## src/rtl/tcpc_pkg.sv

```systemverilog
// ----------------------------------------------------------------------------
// tcpc_pkg: shared types and helpers for the TCP pseudo-header checksum unit
// Beat layouts of both channels, the protocol reset value and the
// end-around-carry fold used by the input stage and the accumulator.
// ----------------------------------------------------------------------------
package tcpc_pkg;

  localparam int unsigned WORD_W = 16;
  localparam int unsigned BYTE_W = 8;
  // Wide enough for up to eight 16-bit terms before folding
  localparam int unsigned SUM_W  = WORD_W + 3;

  localparam logic [BYTE_W-1:0] PROTOCOL_RESET = 8'd6;

  typedef struct packed {
    logic [7:0]  data_byte;
    logic        has_byte;
    logic        first_item;
    logic        last_item;
    logic [31:0] src_address;
    logic [31:0] dst_address;
  } in_beat_t;

  typedef struct packed {
    logic [15:0] checksum_value;
    logic [15:0] segment_length;
  } out_beat_t;

  // Beat held in the input stage, with the pseudo-header sum already formed
  typedef struct packed {
    logic [BYTE_W-1:0] data_byte;
    logic              has_byte;
    logic              first_item;
    logic              last_item;
    logic [WORD_W-1:0] pseudo_sum;
  } stage_beat_t;

  // Fold a multi-term sum to 16 bits with end-around carry
  function automatic logic [WORD_W-1:0] fold_sum(input logic [SUM_W-1:0] total);
    logic [WORD_W:0] once;
    logic [WORD_W:0] twice;
    once  = {1'b0, total[WORD_W-1:0]} + (WORD_W+1)'(total[SUM_W-1:WORD_W]);
    twice = {1'b0, once[WORD_W-1:0]} + (WORD_W+1)'(once[WORD_W]);
    return twice[WORD_W-1:0];
  endfunction

endpackage

```

## src/rtl/tcpc_core.sv

```systemverilog
// ----------------------------------------------------------------------------
// tcpc_core: running checksum accumulator and result register
// Pairs segment bytes into words, keeps the folded sum, count and pending
// high byte, and on the last beat pads, adds the length and complements.
// ----------------------------------------------------------------------------
module tcpc_core
  import tcpc_pkg::*;
(
  input  logic        clk,
  input  logic        rst,
  input  logic        item_valid,
  output logic        item_ready,
  input  stage_beat_t item,
  output logic        out_valid,
  input  logic        out_ready,
  output out_beat_t   out_data
);

  logic [WORD_W-1:0] running_sum;
  logic [WORD_W-1:0] byte_count;
  logic              odd_phase;
  logic [BYTE_W-1:0] pending_high_byte;

  logic              advance;
  logic [WORD_W-1:0] base_sum;
  logic [WORD_W-1:0] base_count;
  logic              base_odd;
  logic [BYTE_W-1:0] base_pending;
  logic [WORD_W-1:0] pair_word;
  logic              odd_next;
  logic [BYTE_W-1:0] pending_next;
  logic [WORD_W-1:0] count_next;
  logic [WORD_W-1:0] pad_word;
  logic [WORD_W-1:0] sum_next;
  logic [WORD_W-1:0] final_sum;

  // Stall only a last beat while the result register is still full
  assign item_ready = !item.last_item || !out_valid || out_ready;
  assign advance    = item_valid && item_ready;

  // Start a new segment from the pseudo-header, else continue the state
  always_comb begin
    if (item.first_item) begin
      base_sum     = item.pseudo_sum;
      base_count   = '0;
      base_odd     = 1'b0;
      base_pending = '0;
    end else begin
      base_sum     = running_sum;
      base_count   = byte_count;
      base_odd     = odd_phase;
      base_pending = pending_high_byte;
    end
  end

  // Pair bytes into big-endian words
  always_comb begin
    pair_word    = '0;
    odd_next     = base_odd;
    pending_next = base_pending;
    count_next   = base_count;
    if (item.has_byte) begin
      count_next = base_count + WORD_W'(1);
      if (base_odd) begin
        pair_word    = {base_pending, item.data_byte};
        odd_next     = 1'b0;
        pending_next = '0;
      end else begin
        odd_next     = 1'b1;
        pending_next = item.data_byte;
      end
    end
    pad_word  = odd_next ? {pending_next, BYTE_W'(0)} : '0;
    sum_next  = fold_sum(SUM_W'(base_sum) + SUM_W'(pair_word));
    final_sum = fold_sum(SUM_W'(base_sum) + SUM_W'(pair_word)
                         + SUM_W'(pad_word) + SUM_W'(count_next));
  end

  // Advance the segment state; clear it after a result
  always_ff @(posedge clk) begin
    if (rst) begin
      running_sum       <= '0;
      byte_count        <= '0;
      odd_phase         <= 1'b0;
      pending_high_byte <= '0;
    end else if (advance) begin
      if (item.last_item) begin
        running_sum       <= '0;
        byte_count        <= '0;
        odd_phase         <= 1'b0;
        pending_high_byte <= '0;
      end else begin
        running_sum       <= sum_next;
        byte_count        <= count_next;
        odd_phase         <= odd_next;
        pending_high_byte <= pending_next;
      end
    end
  end

  // Hold the result beat until the receiver takes it
  always_ff @(posedge clk) begin
    if (rst) begin
      out_valid <= 1'b0;
    end else if (advance && item.last_item) begin
      out_valid <= 1'b1;
    end else if (out_ready) begin
      out_valid <= 1'b0;
    end
  end

  always_ff @(posedge clk) begin
    if (advance && item.last_item) begin
      out_data.checksum_value <= ~final_sum;
      out_data.segment_length <= count_next;
    end
  end

  // A last beat always produces a pending result
  assert property (@(posedge clk) disable iff (rst)
    (advance && item.last_item) |=> out_valid)
    else $error("result not registered after last beat");

  // A result clears the segment state
  assert property (@(posedge clk) disable iff (rst)
    (advance && item.last_item) |=>
      (running_sum == '0 && byte_count == '0 && !odd_phase))
    else $error("segment state not cleared after result");

  // No waiting byte means no pending high byte
  assert property (@(posedge clk) disable iff (rst)
    !odd_phase |-> (pending_high_byte == '0))
    else $error("pending byte without odd phase");

  // A full, stalled result register blocks the next last beat
  assert property (@(posedge clk) disable iff (rst)
    (out_valid && !out_ready && item_valid && item.last_item) |-> !advance)
    else $error("result overwritten while stalled");

endmodule

```

## src/rtl/tcp_pseudo_header_checksum_unit.sv

```systemverilog
// ----------------------------------------------------------------------------
// tcp_pseudo_header_checksum_unit: TCP checksum over IPv4 pseudo-header
// Usage:
//   in channel  : one segment byte per beat in network order. The beat with
//                 first_item set carries the source and destination address
//                 and restarts the sum; has_byte low adds no byte.
//   out channel : one beat per last_item beat, with the complemented folded
//                 sum and the segment length modulo 65536.
//   cfg channel : writes the 8-bit protocol number (reset value 6); write
//                 only while no segment is in flight. Always ready.
//   Throughput  : one input beat per cycle save a last beat stalled by a
//                 full result; set by the accumulator's single add-and-fold.
//   Result path : an accepted last beat passes the input register, then
//                 the result register, before its result shows.
//   Reset       : sync, active high; clears the sum, count and both valids
//                 and restores the protocol number.
//   Stall       : while the result waits, non-last beats keep flowing; a
//                 further last beat holds in the input register.
// ----------------------------------------------------------------------------
module tcp_pseudo_header_checksum_unit
  import tcpc_pkg::*;
(
  input  logic       clk,
  input  logic       rst,
  input  logic       in_valid,
  output logic       in_ready,
  input  in_beat_t   in_data,
  output logic       out_valid,
  input  logic       out_ready,
  output out_beat_t  out_data,
  input  logic       cfg_valid,
  output logic       cfg_ready,
  input  logic [7:0] cfg_data
);

  logic [BYTE_W-1:0] protocol_number;
  logic              stage_valid;
  logic              stage_ready;
  stage_beat_t       stage;
  logic [WORD_W-1:0] pseudo_sum;

  assign cfg_ready = 1'b1;

  // Hold the protocol register
  always_ff @(posedge clk) begin
    if (rst) begin
      protocol_number <= PROTOCOL_RESET;
    end else if (cfg_valid && cfg_ready) begin
      protocol_number <= cfg_data;
    end
  end

  // Form the pseudo-header sum on the way in
  assign pseudo_sum = fold_sum(SUM_W'(in_data.src_address[31:16])
                               + SUM_W'(in_data.src_address[15:0])
                               + SUM_W'(in_data.dst_address[31:16])
                               + SUM_W'(in_data.dst_address[15:0])
                               + SUM_W'(protocol_number));

  assign in_ready = !stage_valid || stage_ready;

  // Input register: take a beat whenever the stage is empty or draining
  always_ff @(posedge clk) begin
    if (rst) begin
      stage_valid <= 1'b0;
    end else if (in_ready) begin
      stage_valid <= in_valid;
    end
  end

  always_ff @(posedge clk) begin
    if (in_valid && in_ready) begin
      stage.data_byte  <= in_data.data_byte;
      stage.has_byte   <= in_data.has_byte;
      stage.first_item <= in_data.first_item;
      stage.last_item  <= in_data.last_item;
      stage.pseudo_sum <= pseudo_sum;
    end
  end

  tcpc_core u_core (
    .clk        (clk),
    .rst        (rst),
    .item_valid (stage_valid),
    .item_ready (stage_ready),
    .item       (stage),
    .out_valid  (out_valid),
    .out_ready  (out_ready),
    .out_data   (out_data)
  );

endmodule
```

## config.mk

```make
export PLATFORM = sky130hd
export DESIGN_NAME = tcp_pseudo_header_checksum_unit
export DESIGN_NICKNAME = d
export VERILOG_FILES = /design/src/rtl/tcpc_pkg.sv /design/src/rtl/tcpc_core.sv /design/src/rtl/tcp_pseudo_header_checksum_unit.sv
export SDC_FILE = /design/constraint.sdc
export NUM_CORES = 1
export LEC_CHECK = 0
export BUFFER_PORTS_ARGS = -buffer_cell sky130_fd_sc_hd__buf_2
export CAP_MARGIN = 0
export CORE_ASPECT_RATIO = 0.75
export CORE_MARGIN = 2
export CORE_UTILIZATION = 40
export CTS_CLUSTER_SIZE = 24
export DETAILED_ROUTE_END_ITERATION = 8
export MAX_ROUTING_LAYER = met4
export PLACE_DENSITY = 0.62
export SETUP_SLACK_MARGIN = 0.2
export SYNTH_ARGS = -nofsm -noshare
export SYNTH_HDL_FRONTEND = slang
export SYNTH_HIERARCHICAL = 1
export SYNTH_SLANG_ARGS = --single-unit
```

## constraint.sdc

```tcl
create_clock -name clk -period 16.15 [get_ports clk]
set_clock_uncertainty 0.1 [all_clocks]
set_input_delay 0.8075 -clock clk [delete_from_list [all_inputs] [get_ports clk]]
set_output_delay 0.8075 -clock clk [all_outputs]
set_load 0.01 [all_outputs]
```

Word level (Yosys, flattened, before mapping)
Cells that the tools add are included.
- logic and storage cells: 57
- register bits after elaboration: 110
- multiplexer cells: 18
- reduce and logical (&&, ||, !) cells: 10
- bitwise gates (word level): 1
- add/sub/neg operators: 14
- operators by type and width (kind ; count):
    two-way mux 16 bit ; 8
    adder 16 x 3 -> 17 bit ; 3
    adder 16 x 1 -> 16 bit ; 3
    adder 19 x 16 -> 19 bit ; 2
    adder 16 x 16 -> 17 bit ; 2
    two-way mux 8 bit ; 4
    adder 18 x 16 -> 19 bit ; 1
    adder 19 x 8 -> 19 bit ; 1
    adder 17 x 16 -> 18 bit ; 1
    adder 16 x 1 -> 16 bit, second input constant ; 1
    inverter 16 bit ; 1
    two-way mux 1 bit ; 6
    logical AND 1 bit ; 3
    zero test 1 bit ; 3
    logical OR 1 bit ; 3
    nonzero test 2 bit ; 1

Longest topological paths before layout
Gate-level depths: netlist of run 1.
- depth after elaboration: 9
- depth in mapped cells: 41
- depth with buffers taken out: 40

Hierarchy
The synthesis of run 1 kept the hierarchy.
- by module, submodules not included (module ; seq. area each (µm²) ; cells an instance ; area an instance (µm²) ; times used):
    tcpc_core ; 1801.7 ; 740 ; 6476.2 ; 1
    tcp_pseudo_header_checksum_unit ; 991.0 ; 382 ; 3793.6 ; 1

Worst setup path before layout of run 1
OpenSTA, ideal clock, no wires.
- path type: reg-to-reg
- start point: register stage[17] (netlist bit)
- end point: register u_core/out_data[30] (netlist name)
- setup time: 272 ps
- path slack: 7578 ps
- stages on the path, launching flop included: 40
- arrival time: 8199 ps
- buffers on the path: 3
- cell sequence: edfxtp_1 -> clkbuf_1 -> buf_1 -> clkbuf_1 -> mux2_2 -> ha_1 -> or3_1 -> and3_1 -> nor2_1 -> o31ai_1 -> xor2_1 -> inv_1 -> fa_1 -> inv_1 -> ha_1 -> or2_2 -> a311o_1 -> o221a_2 -> [... 4 more ...] -> a21oi_1 -> xnor2_1 -> ha_1 -> fa_1 -> and3b_1 -> nand3_2 -> nor3_2 -> nand3_1 -> nor3_1 -> ha_1 -> ha_1 -> nand3_1 -> nand2b_1 -> nor4_1 -> nand4_1 -> nor2_1 -> o211ai_1 -> xnor2_1
- longest elaborated chain between the ends: 9
- elaborated cells between the ends (all ways): 19
- ends and longest elaborated chain (item ; RTL line ; text):
    start: declaration ; tcp_pseudo_header_checksum_unit.sv:39 ; stage_beat_t stage;
    two-way mux 1 bit / two-way mux 8 bit (equally long branches) ; tcpc_core.sv:43 ; if (item.first_item) begin
    two-way mux 16 bit (tied with other cells) ; tcpc_core.sv:64 ; if (base_odd) begin
    two-way mux 16 bit (tied with other cells) ; tcpc_core.sv:62 ; if (item.has_byte) begin
    adder 16 x 16 -> 17 bit / two-way mux 16 bit (equally long branches) ; tcpc_core.sv:75, tcpc_core.sv:73 ;
    adder 19 x 16 -> 19 bit ; tcpc_core.sv:76 ; + SUM_W'(pad_word) + SUM_W'(count_next));
    adder 19 x 16 -> 19 bit (*) ; tcpc_core.sv:76 ;
    adder 16 x 3 -> 17 bit (*) ; tcpc_pkg.sv:42 ; once = {1'b0, total[WORD_W-1:0]} + (WORD_W+1)'(total[SUM_W-1:WORD_W]);
    adder 16 x 1 -> 16 bit (*) ; tcpc_pkg.sv:43 ; twice = {1'b0, once[WORD_W-1:0]} + (WORD_W+1)'(once[WORD_W]);
    inverter 16 bit (*) ; tcpc_core.sv:114 ; out_data.checksum_value <= ~final_sum;
Mark *: on every way between the ends. The rest lies on a longest branch, timed or not.
A chain may end at the register's enable or synchronous reset.

Final worst setup path of run 1
- start point: register stage[17] (netlist bit)
- end point: register u_core/out_data[30] (netlist name)
- longest elaborated chain between the ends: 9
- elaborated cells between the ends (all ways): 19
- ends and longest elaborated chain (item ; RTL line):
    two-way mux 1 bit / two-way mux 8 bit (equally long branches) ; tcpc_core.sv:43
    two-way mux 16 bit (tied with other cells) ; tcpc_core.sv:64
    two-way mux 16 bit (tied with other cells) ; tcpc_core.sv:62
    adder 16 x 16 -> 17 bit / two-way mux 16 bit (equally long branches) ; tcpc_core.sv:75, tcpc_core.sv:73
    adder 19 x 16 -> 19 bit ; tcpc_core.sv:76
    adder 19 x 16 -> 19 bit (*) ; tcpc_core.sv:76
    adder 16 x 3 -> 17 bit (*) ; tcpc_pkg.sv:42
    adder 16 x 1 -> 16 bit (*) ; tcpc_pkg.sv:43
    inverter 16 bit (*) ; tcpc_core.sv:114
Marks and branches as above.

==> impl_metrics.toml, run 1 <==
[min_path]
hold_class = "reg2reg"

[placement]
dp.cells = 1559
dpl_cell_area_um2 = 11200
dp_slack_ps = 6610
io_buffers = 121
dp_hpwl_mm = 20.9
place.gp.congestion = 0.927

[cells_and_area]
regArea_um2 = 2790
instances_no_fill = 1575
multiInputGateArea_um2 = 6830
drive_gt1_share_pct = 16.8
syn_to_final_growth_pct = 12.2
nets = 1452
n_antenna_cell = 0
layout_common_cells = "inv_1, buf_2, nor2_1"
layout_commonest_cell = "inv_1"
fin_area_um2 = 11500
n_fill_cell = 2431

[synth]
synth-adder-area-share_pct = 20.0
synthesis.nets = 1342
avgSynthCellArea_um2 = 9.15
synth-edff-count = 59
synth_top_family_by_area = "adder cells"
ys_seq_area_share_pct = 27.2
muxShareOfSynthArea_pct = 2.62
synth_compound_area_share_pct = 17.0
syn_area_um2 = 10300
ys_types = 103
ys_ff_latch = 110
ys.flop_type = "edfxtp_1"
async_flop_share_pct = 0
synth_xor_area_share_pct = 8.76
postSynthCellCount = 1122
yosysWarningCount = 6
yosys.area_share.simple_pct = 18.0

[critical_path]
required_ps = 16150
crit_fanout = 39
path_buf_inv = 3
cp-end-kind = "flip-flop"
path_delay_family = "simple AND/OR/NAND/NOR gates"
cp_slowest_cell = "nor2_1"
arrival_ps = 9740
max_stage_delay_ps = 660
critical_path_class = "reg2reg"
cp-start-kind = "flip-flop"
cp_common_cell = "ha_1"

[power]
switching_share_pct = 43.0
combPwrFrac_pct = 57.7
p_int_mw = 0.793
p_sw_mw = 0.599
clkPwrFrac_pct = 16.3
irDropWorstVdd_v = 0.0000806
p_leak_nw = 5.13
pwr-share-seq_pct = 26.0
p_per_area_nw_per_um2 = 121

[sta]
rsz0062_at_grt = "false"
tightest_slew_ps = 1050
final_max_slew_viol_count = 0
final_hold_viol_count = 0
finalSetupViolations = 0
setup_slack_ps = 6410
fin_crit_sh_pct = 60.3
fmax_mhz = 103
maxSlewHeadroom_pct = 30.2
timing.final.crit_period_ps = 9740
tns_ps = 0

[global_route]
grt_max_degree = 48
grt_pass1_vias = 7919
antenna_found_initial = 0
grt_pass1_wl_mm = 41.6
track_usage_pct = 20.2
grt-ovfl-total = 0

[run]
drv_cap = 0

[floorplan]
dieArea_um2 = 27000
die_w_um = 189
io_pins = 123
initial_utilization_pct = 40.9
core-area_um2 = 25100
die_y_um = 143
rows = 50

[cts]
htreeDepth = 3
ctsResizeCount = 0
cts_buffers = 9
cts_root_buf = "clkbuf_16"
clock_sinks = 110
cts_setup_buffers = 0
clk_pin_slew_ps = 90
cts_hold_buffers = 0
cts_buffer_depth = 2
clock_latency_ps = 370
cts_tree = "yes"

[routing]
wire_per_inst_um = 16.3
dr.pass1.iters = 5
ant_nets = 0
via_count = 8510
drtIter0Drc = 696
wirelength_mm = 25.7
avgViaCountPerCell = 5.40
drc = 0

[run_status]
outcome = "finished clean"
flip-flops by register name, summed over array words and instances (netlist names):
| register | count |
|---|---|
| u_core/out_data | 32 |
| stage | 27 |
| u_core/byte_count | 16 |
| u_core/running_sum | 16 |
| protocol_number | 8 |
| u_core/pending_high_byte | 8 |
| stage_valid | 1 |
| u_core/odd_phase | 1 |
| u_core/out_valid | 1 |
tightest hold or removal path, cell delays in order, from the launching register on:
cell and delay [ps]:
dfxtp_1 320, nand2_1 50, a21oi_1 50
cell usage after synthesis (7+ instances only):
master	instances	share of area (%)
dfxtp_1	51	9.9
nor2_1	94	3.4
o21ai_1	7	0.34
nor4_1	7	0.43
mux2i_1	10	0.97
xnor2_1	55	4.7
a21o_1	15	1.1
edfxtp_1	59	17
a22oi_1	38	2.8
fa_1	51	9.9
nand3_1	25	1.2
ha_1	81	9.9
o31ai_1	10	0.73
a22o_1	8	0.68
o2111ai_1	7	0.60
nand4_1	13	0.79
o21ai_0	30	1.5
and3_1	11	0.67
mux2_2	15	1.6
nor3_1	25	1.2
clkbuf_1	22	0.80
a21oi_1	39	1.9
o21a_1	11	0.80
nand2b_1	14	0.85
a211oi_1	8	0.58
nor2b_1	13	0.79
xor2_1	44	3.8
nand2_1	57	2.1
inv_1	138	5.0
or3_1	10	0.61
and2_1	25	1.5
cell families (layout without fill, tap and decap cells):
logic type / count (synthesis) / count (layout)
other: 1 / 1
AO/OA/AOI/OAI: 238 / 238
AND/OR/NAND/NOR: 345 / 345
buffers and inverters: 168 / 283
multiplexers: 25 / 25
flip-flops: 110 / 110
XOR/XNOR: 101 / 101
adder cells (fa/ha/maj): 134 / 134
per-layer routing:
metal / vias to the layer above / track usage, % / wire length [µm]
met5: - / - / 0
met4: 0 / 3.45 / 231
met3: 17 / 4.77 / 1980
met2: 276 / 27.6 / 10000
met1: 4042 / 30.3 / 13400
li1: 4175 / - / -
stage by stage:
stage	utilization, %	hold slack (ps)	power (mW)
4_1_cts	45.9	358	1.39
3_3_place_gp	44.7	338	1.15
3_5_place_dp	44.7	345	1.16
2_1_floorplan	-	329	0.991
6_report	45.9	356	1.39
5_1_grt	45.9	383	1.51
power groups by stage:
stage	combinational, mW	clock, mW	sequential, mW
floorplan	0.626	0	0.365
global placement	0.782	0	0.368
detailed placement	0.791	0	0.368
CTS	0.797	0.234	0.362
global route	0.902	0.243	0.365
finish	0.802	0.227	0.362
cell type report:
class / instances / share of cell area (%)
clock buffers: 10 / 2.07
clock inverters: 6 / 0.521
inverters: 140 / 4.56
multi-input cells: 844 / 59.3
flip-flops and latches: 110 / 24.2
well taps: 338 / 3.67
repair buffers: 127 / 5.65
path summary, 6_finish.rpt:
path / slack, ps / cells after the start / from / to
min: 360 / 2 / u_core/running_sum[0]$_SDFFE_PP0P_ / u_core/running_sum[0]$_SDFFE_PP0P_
max: 6410 / 39 / stage[17]$_DFFE_PP_ / u_core/out_data[30]$_DFFE_PP_
max reg2reg: 6410 / 39 / stage[17]$_DFFE_PP_ / u_core/out_data[30]$_DFFE_PP_
min reg2reg: 360 / 2 / u_core/running_sum[0]$_SDFFE_PP0P_ / u_core/running_sum[0]$_SDFFE_PP0P_
(Power assumes the default switching activity.)
==> run 2, diff against run 1 <==
==> constraint.sdc (replaced) <==
create_clock -name clk -period 9 [get_ports clk]
set_clock_uncertainty 0.1 [all_clocks]
set_input_delay 0.45 -clock clk [delete_from_list [all_inputs] [get_ports clk]]
set_output_delay 0.45 -clock clk [all_outputs]
set_load 0.01 [all_outputs]
==> impl_metrics.toml, run 2 (synthesis gave the netlist of run 1 again) <==
[run_status]
outcome = "finished clean"

[routing]
dr.pass1.iters = 5
drtIter0Drc = 720
via_count = 8629
avgViaCountPerCell = 5.41
ant_nets = 0
wirelength_mm = 26.8
wire_per_inst_um = 16.8
drc = 0

[sta]
maxSlewHeadroom_pct = 30.0
setup_slack_ps = 658
tns_ps = 0
rsz0062_at_grt = "false"
finalSetupViolations = 0
tightest_slew_ps = 1050
fin_crit_sh_pct = 92.7
timing.final.crit_period_ps = 8340
final_hold_viol_count = 0
final_max_slew_viol_count = 0
fmax_mhz = 120

[critical_path]
reg2reg_from = "stage[17]$_DFFE_PP_"
r2r_setup_slack_ps = 660
reg2reg_depth = 38
max_stage_delay_ps = 470
cp_common_cell = "ha_1"
arrival_ps = 8360
path_delay_family = "simple AND/OR/NAND/NOR gates"
path_buf_inv = 2
crit_fanout = 8
cp_slowest_cell = "edfxtp_1"
cp-end-kind = "flip-flop"
cp-start-kind = "flip-flop"
critical_path_class = "reg2reg"
r2r_end = "u_core/out_data[31]$_DFFE_PP_"
required_ps = 9020

[cells_and_area]
layout_common_cells = "inv_1, buf_2, nor2_1"
reg_top3 = "u_core/out_data (32), stage (27)"
largest_register = "u_core/out_data"
nets = 1472
layout_commonest_cell = "inv_1"
drive_gt1_share_pct = 19.3
instances_no_fill = 1596
largest_reg_flops = 32
syn_to_final_growth_pct = 15.0

[min_path]
holdPathStages = 1
hold_class = "in2reg"
min_from = "in_data[67]"
whs_endpoint = "stage[19]$_DFFE_PP_"

[global_route]
grt_pass1_wl_mm = 43.1
grt-ovfl-total = 0
track_usage_pct = 20.9
antenna_found_initial = 2
grt_max_degree = 48
grt_pass1_vias = 8071

[floorplan]
io_pins = 123
initial_utilization_pct = 40.9
dieArea_um2 = 27000
die_y_um = 143
die_w_um = 189
core-area_um2 = 25100
rows = 50

[power]
finalPower_mw = 2.55
irDropWorstVdd_v = 0.000112
p_leak_nw = 5.28
p_per_area_nw_per_um2 = 216

[cts]
clock_latency_ps = 370
cts_buffers = 9
cts_root_buf = "clkbuf_16"
cts_buffer_depth = 2
clock_sinks = 110
clk_pin_slew_ps = 90
cts_hold_buffers = 0
cts_tree = "yes"
htreeDepth = 3

[placement]
dp_slack_ps = 162
io_buffers = 121
dp.cells = 1566
dp_hpwl_mm = 21.5
place.gp.congestion = 0.959

[run]
drv_cap = 0
-- run 2: layer usage --
layer	vias up	GRT usage, %	wire (µm)
met1	4088	31.2	13700
li1	4229	-	-
met2	292	29.1	10800
met5	-	-	0
met4	0	4.03	293
met3	20	4.20	2060
-- run 2: how the worst max path moves through the flow --
stage	to	depth (start not counted)	slack, ps	start
finish	u_core/out_data[31]$_DFFE_PP_	38	660	stage[17]$_DFFE_PP_
global route	u_core/out_data[31]$_DFFE_PP_	38	80	stage[17]$_DFFE_PP_
CTS	u_core/out_data[30]$_DFFE_PP_	39	220	stage[17]$_DFFE_PP_
detailed placement	u_core/out_data[30]$_DFFE_PP_	39	160	stage[17]$_DFFE_PP_
global placement	u_core/out_data[30]$_DFFE_PP_	39	500	stage[17]$_DFFE_PP_
floorplan	u_core/out_data[30]$_DFFE_PP_	39	430	stage[17]$_DFFE_PP_
-- run 2: what timing repair did --
| item | 4_1_cts | 5_1_grt |
|---|---|---|
| setup endpoints to repair | 1 | 8 |
| buffers inserted | 0 | 12 |
| hold endpoints to repair | 0 | 0 |
| pin swaps | 0 | 12 |
| gates cloned | 0 | 1 |
| gates resized for setup | 1 | 20 |
-- run 2: final cells by class --
type	instances	area [µm²]
Antenna cell	1	2.50
Clock buffer	9	225
Clock inverter	7	80.1
Fill cell	2405	13300
Inverter	140	526
Multi-Input combinational cell	844	6930
Sequential cell	110	2790
Tap cell	338	423
Timing Repair Buffer	147	835
-- run 2: report_power, final --
part           switching, mW  internal [mW]
Sequential            0.0217          0.629
Clock                  0.201          0.209
Combinational          0.884          0.609
-- run 2: through the flow --
| stage | area (µm²) | util (%) | hold slack [ps] |
|---|---|---|---|
| 2_1_floorplan | 10300 | - | 329 |
| 3_3_place_gp | 11300 | 45.0 | 339 |
| 3_5_place_dp | 11300 | 45.0 | 354 |
| 4_1_cts | 11600 | 46.2 | 142 |
| 5_1_grt | 11800 | 47.1 | 139 |
| 6_report | 11800 | 47.1 | 152 |
==> run 3, diff against run 2 <==
==> constraint.sdc (replaced) <==
create_clock -name clk -period 10.4 [get_ports clk]
set_clock_uncertainty 0.1 [all_clocks]
set_input_delay 0.52 -clock clk [delete_from_list [all_inputs] [get_ports clk]]
set_output_delay 0.52 -clock clk [all_outputs]
set_load 0.01 [all_outputs]
==> impl_metrics.toml, run 3 (synthesis gave the netlist of run 1 again) <==
[critical_path]
critical_path_class = "reg2reg"
crit_fanout = 16
max_stage_delay_ps = 560
cp-start-kind = "flip-flop"
cp_slowest_cell = "edfxtp_1"
r2r_setup_slack_ps = 1110
arrival_ps = 9300
required_ps = 10410
cp_common_cell = "ha_1"
cp-end-kind = "flip-flop"

[cts]
cts_root_buf = "clkbuf_16"
clock_sinks = 110
cts_setup_buffers = 0
cts_buffers = 9
cts_tree = "yes"
clk_pin_slew_ps = 90
ctsResizeCount = 0
htreeDepth = 3
cts_buffer_depth = 2
cts_hold_buffers = 0
clock_latency_ps = 380

[routing]
wirelength_mm = 26.0
wire_per_inst_um = 16.5
via_count = 8487
ant_nets = 0
drtIter0Drc = 598
drc = 0
avgViaCountPerCell = 5.39
dr.pass1.iters = 5

[sta]
tns_ps = 0
final_hold_viol_count = 0
final_max_slew_viol_count = 0
tightest_slew_ps = 1190
finalSetupViolations = 0
maxSlewHeadroom_pct = 20.7
fmax_mhz = 108
fin_crit_sh_pct = 89.3
timing.final.crit_period_ps = 9290
rsz0062_at_grt = "false"

[placement]
dp.cells = 1558
io_buffers = 121
dp_hpwl_mm = 20.8
place.gp.congestion = 0.929
dpl_cell_area_um2 = 11200

[power]
p_sw_mw = 0.926
switching_share_pct = 42.8
p_leak_nw = 5.13
irDropWorstVdd_v = 0.0000923
combPwrFrac_pct = 57.1
p_int_mw = 1.24
p_per_area_nw_per_um2 = 188
pwr-share-seq_pct = 25.9
clkPwrFrac_pct = 17.0

[run_status]
outcome = "finished clean"

[floorplan]
rows = 50
initial_utilization_pct = 40.9
dieArea_um2 = 27000
io_pins = 123
core-area_um2 = 25100
die_w_um = 189
die_y_um = 143

[cells_and_area]
reg_top3 = "u_core/out_data (32), stage (27)"
fin_area_um2 = 11500
drive_gt1_share_pct = 17.0
instances_no_fill = 1574
largest_reg_flops = 32
n_antenna_cell = 0
layout_common_cells = "inv_1, buf_2, nor2_1"
syn_to_final_growth_pct = 12.5
layout_commonest_cell = "inv_1"
nets = 1451
largest_register = "u_core/out_data"

[global_route]
antenna_found_initial = 1
grt_pass1_vias = 8076
grt-ovfl-total = 0
grt_pass1_wl_mm = 42.1
track_usage_pct = 20.4
grt_max_degree = 48

[run]
drv_cap = 0

[min_path]
hold_class = "in2reg"
[run 3: cell types whose count changed in the layout (fill, tap and decap cells not counted), moves of 2 or more]
cell / delta
buf_4: -18
nand2b_4: -2
clkinv_4: -2
nand2b_1: +2
ha_1: +2
ha_2: -2
[run 3: worst paths after layout]
path | from | end | cells past startpoint
worst min register to register | u_core/running_sum[0]$_SDFFE_PP0P_ | u_core/running_sum[0]$_SDFFE_PP0P_ | 2
worst min-delay path | in_data[67] | stage[19]$_DFFE_PP_ | 1
worst max register to register | stage[18]$_DFFE_PP_ | u_core/out_data[30]$_DFFE_PP_ | 38
worst max-delay path | stage[18]$_DFFE_PP_ | u_core/out_data[30]$_DFFE_PP_ | 38
[run 3: per-layer routing]
metal / vias up / part of all wire, % / routed length, µm / global-route usage [%]
met5: - / 0 / 0 / -
met4: 0 / 1.8 / 478 / 5.22
met3: 29 / 9.0 / 2330 / 5.26
met2: 283 / 39 / 10300 / 28.3
met1: 3991 / 50 / 12900 / 29.3
li1: 4184 / - / - / -
[run 3: cell type report]
class                           instances  area (µm²)
Sequential cell                       110        2790
Clock buffer                           10         250
Inverter                              140         526
Fill cell                            2391       13500
Multi-Input combinational cell        844        6850
Clock inverter                          6        67.6
Tap cell                              338         423
Timing Repair Buffer                  126         643
[run 3: power by group through the flow]
stage / Combinational (mW) / Sequential (mW) / Clock (mW)
after floorplan: 0.972 / 0.567 / 0
after global placement: 1.21 / 0.571 / 0
after detailed placement: 1.23 / 0.572 / 0
after CTS: 1.24 / 0.562 / 0.378
after global routing: 1.40 / 0.568 / 0.393
final: 1.24 / 0.561 / 0.367
[run 3: worst max-delay path: cells and delay by family, from the launching register on]
kind / cells / cell delay [ps]
AOI/OAI and AO/OA: 7 / 1420
xor gates and xnor gates: 3 / 880
adders and majority gates: 7 / 1950
buffers and inverters: 3 / 380
DFF: 1 / 560
and+or+nand+nor: 18 / 3770
[run 3: stage by stage]
stage          worst slack (ps)  power (mW)  utilization, %  hold WS (ps)
2_1_floorplan              1830        1.54               -           329
3_3_place_gp               1320        1.78            44.7           338
3_5_place_dp                833        1.80            44.7           342
4_1_cts                     751        2.18            46.0           209
5_1_grt                     275        2.36            46.0           208
6_report                   1110        2.17            46.0           222
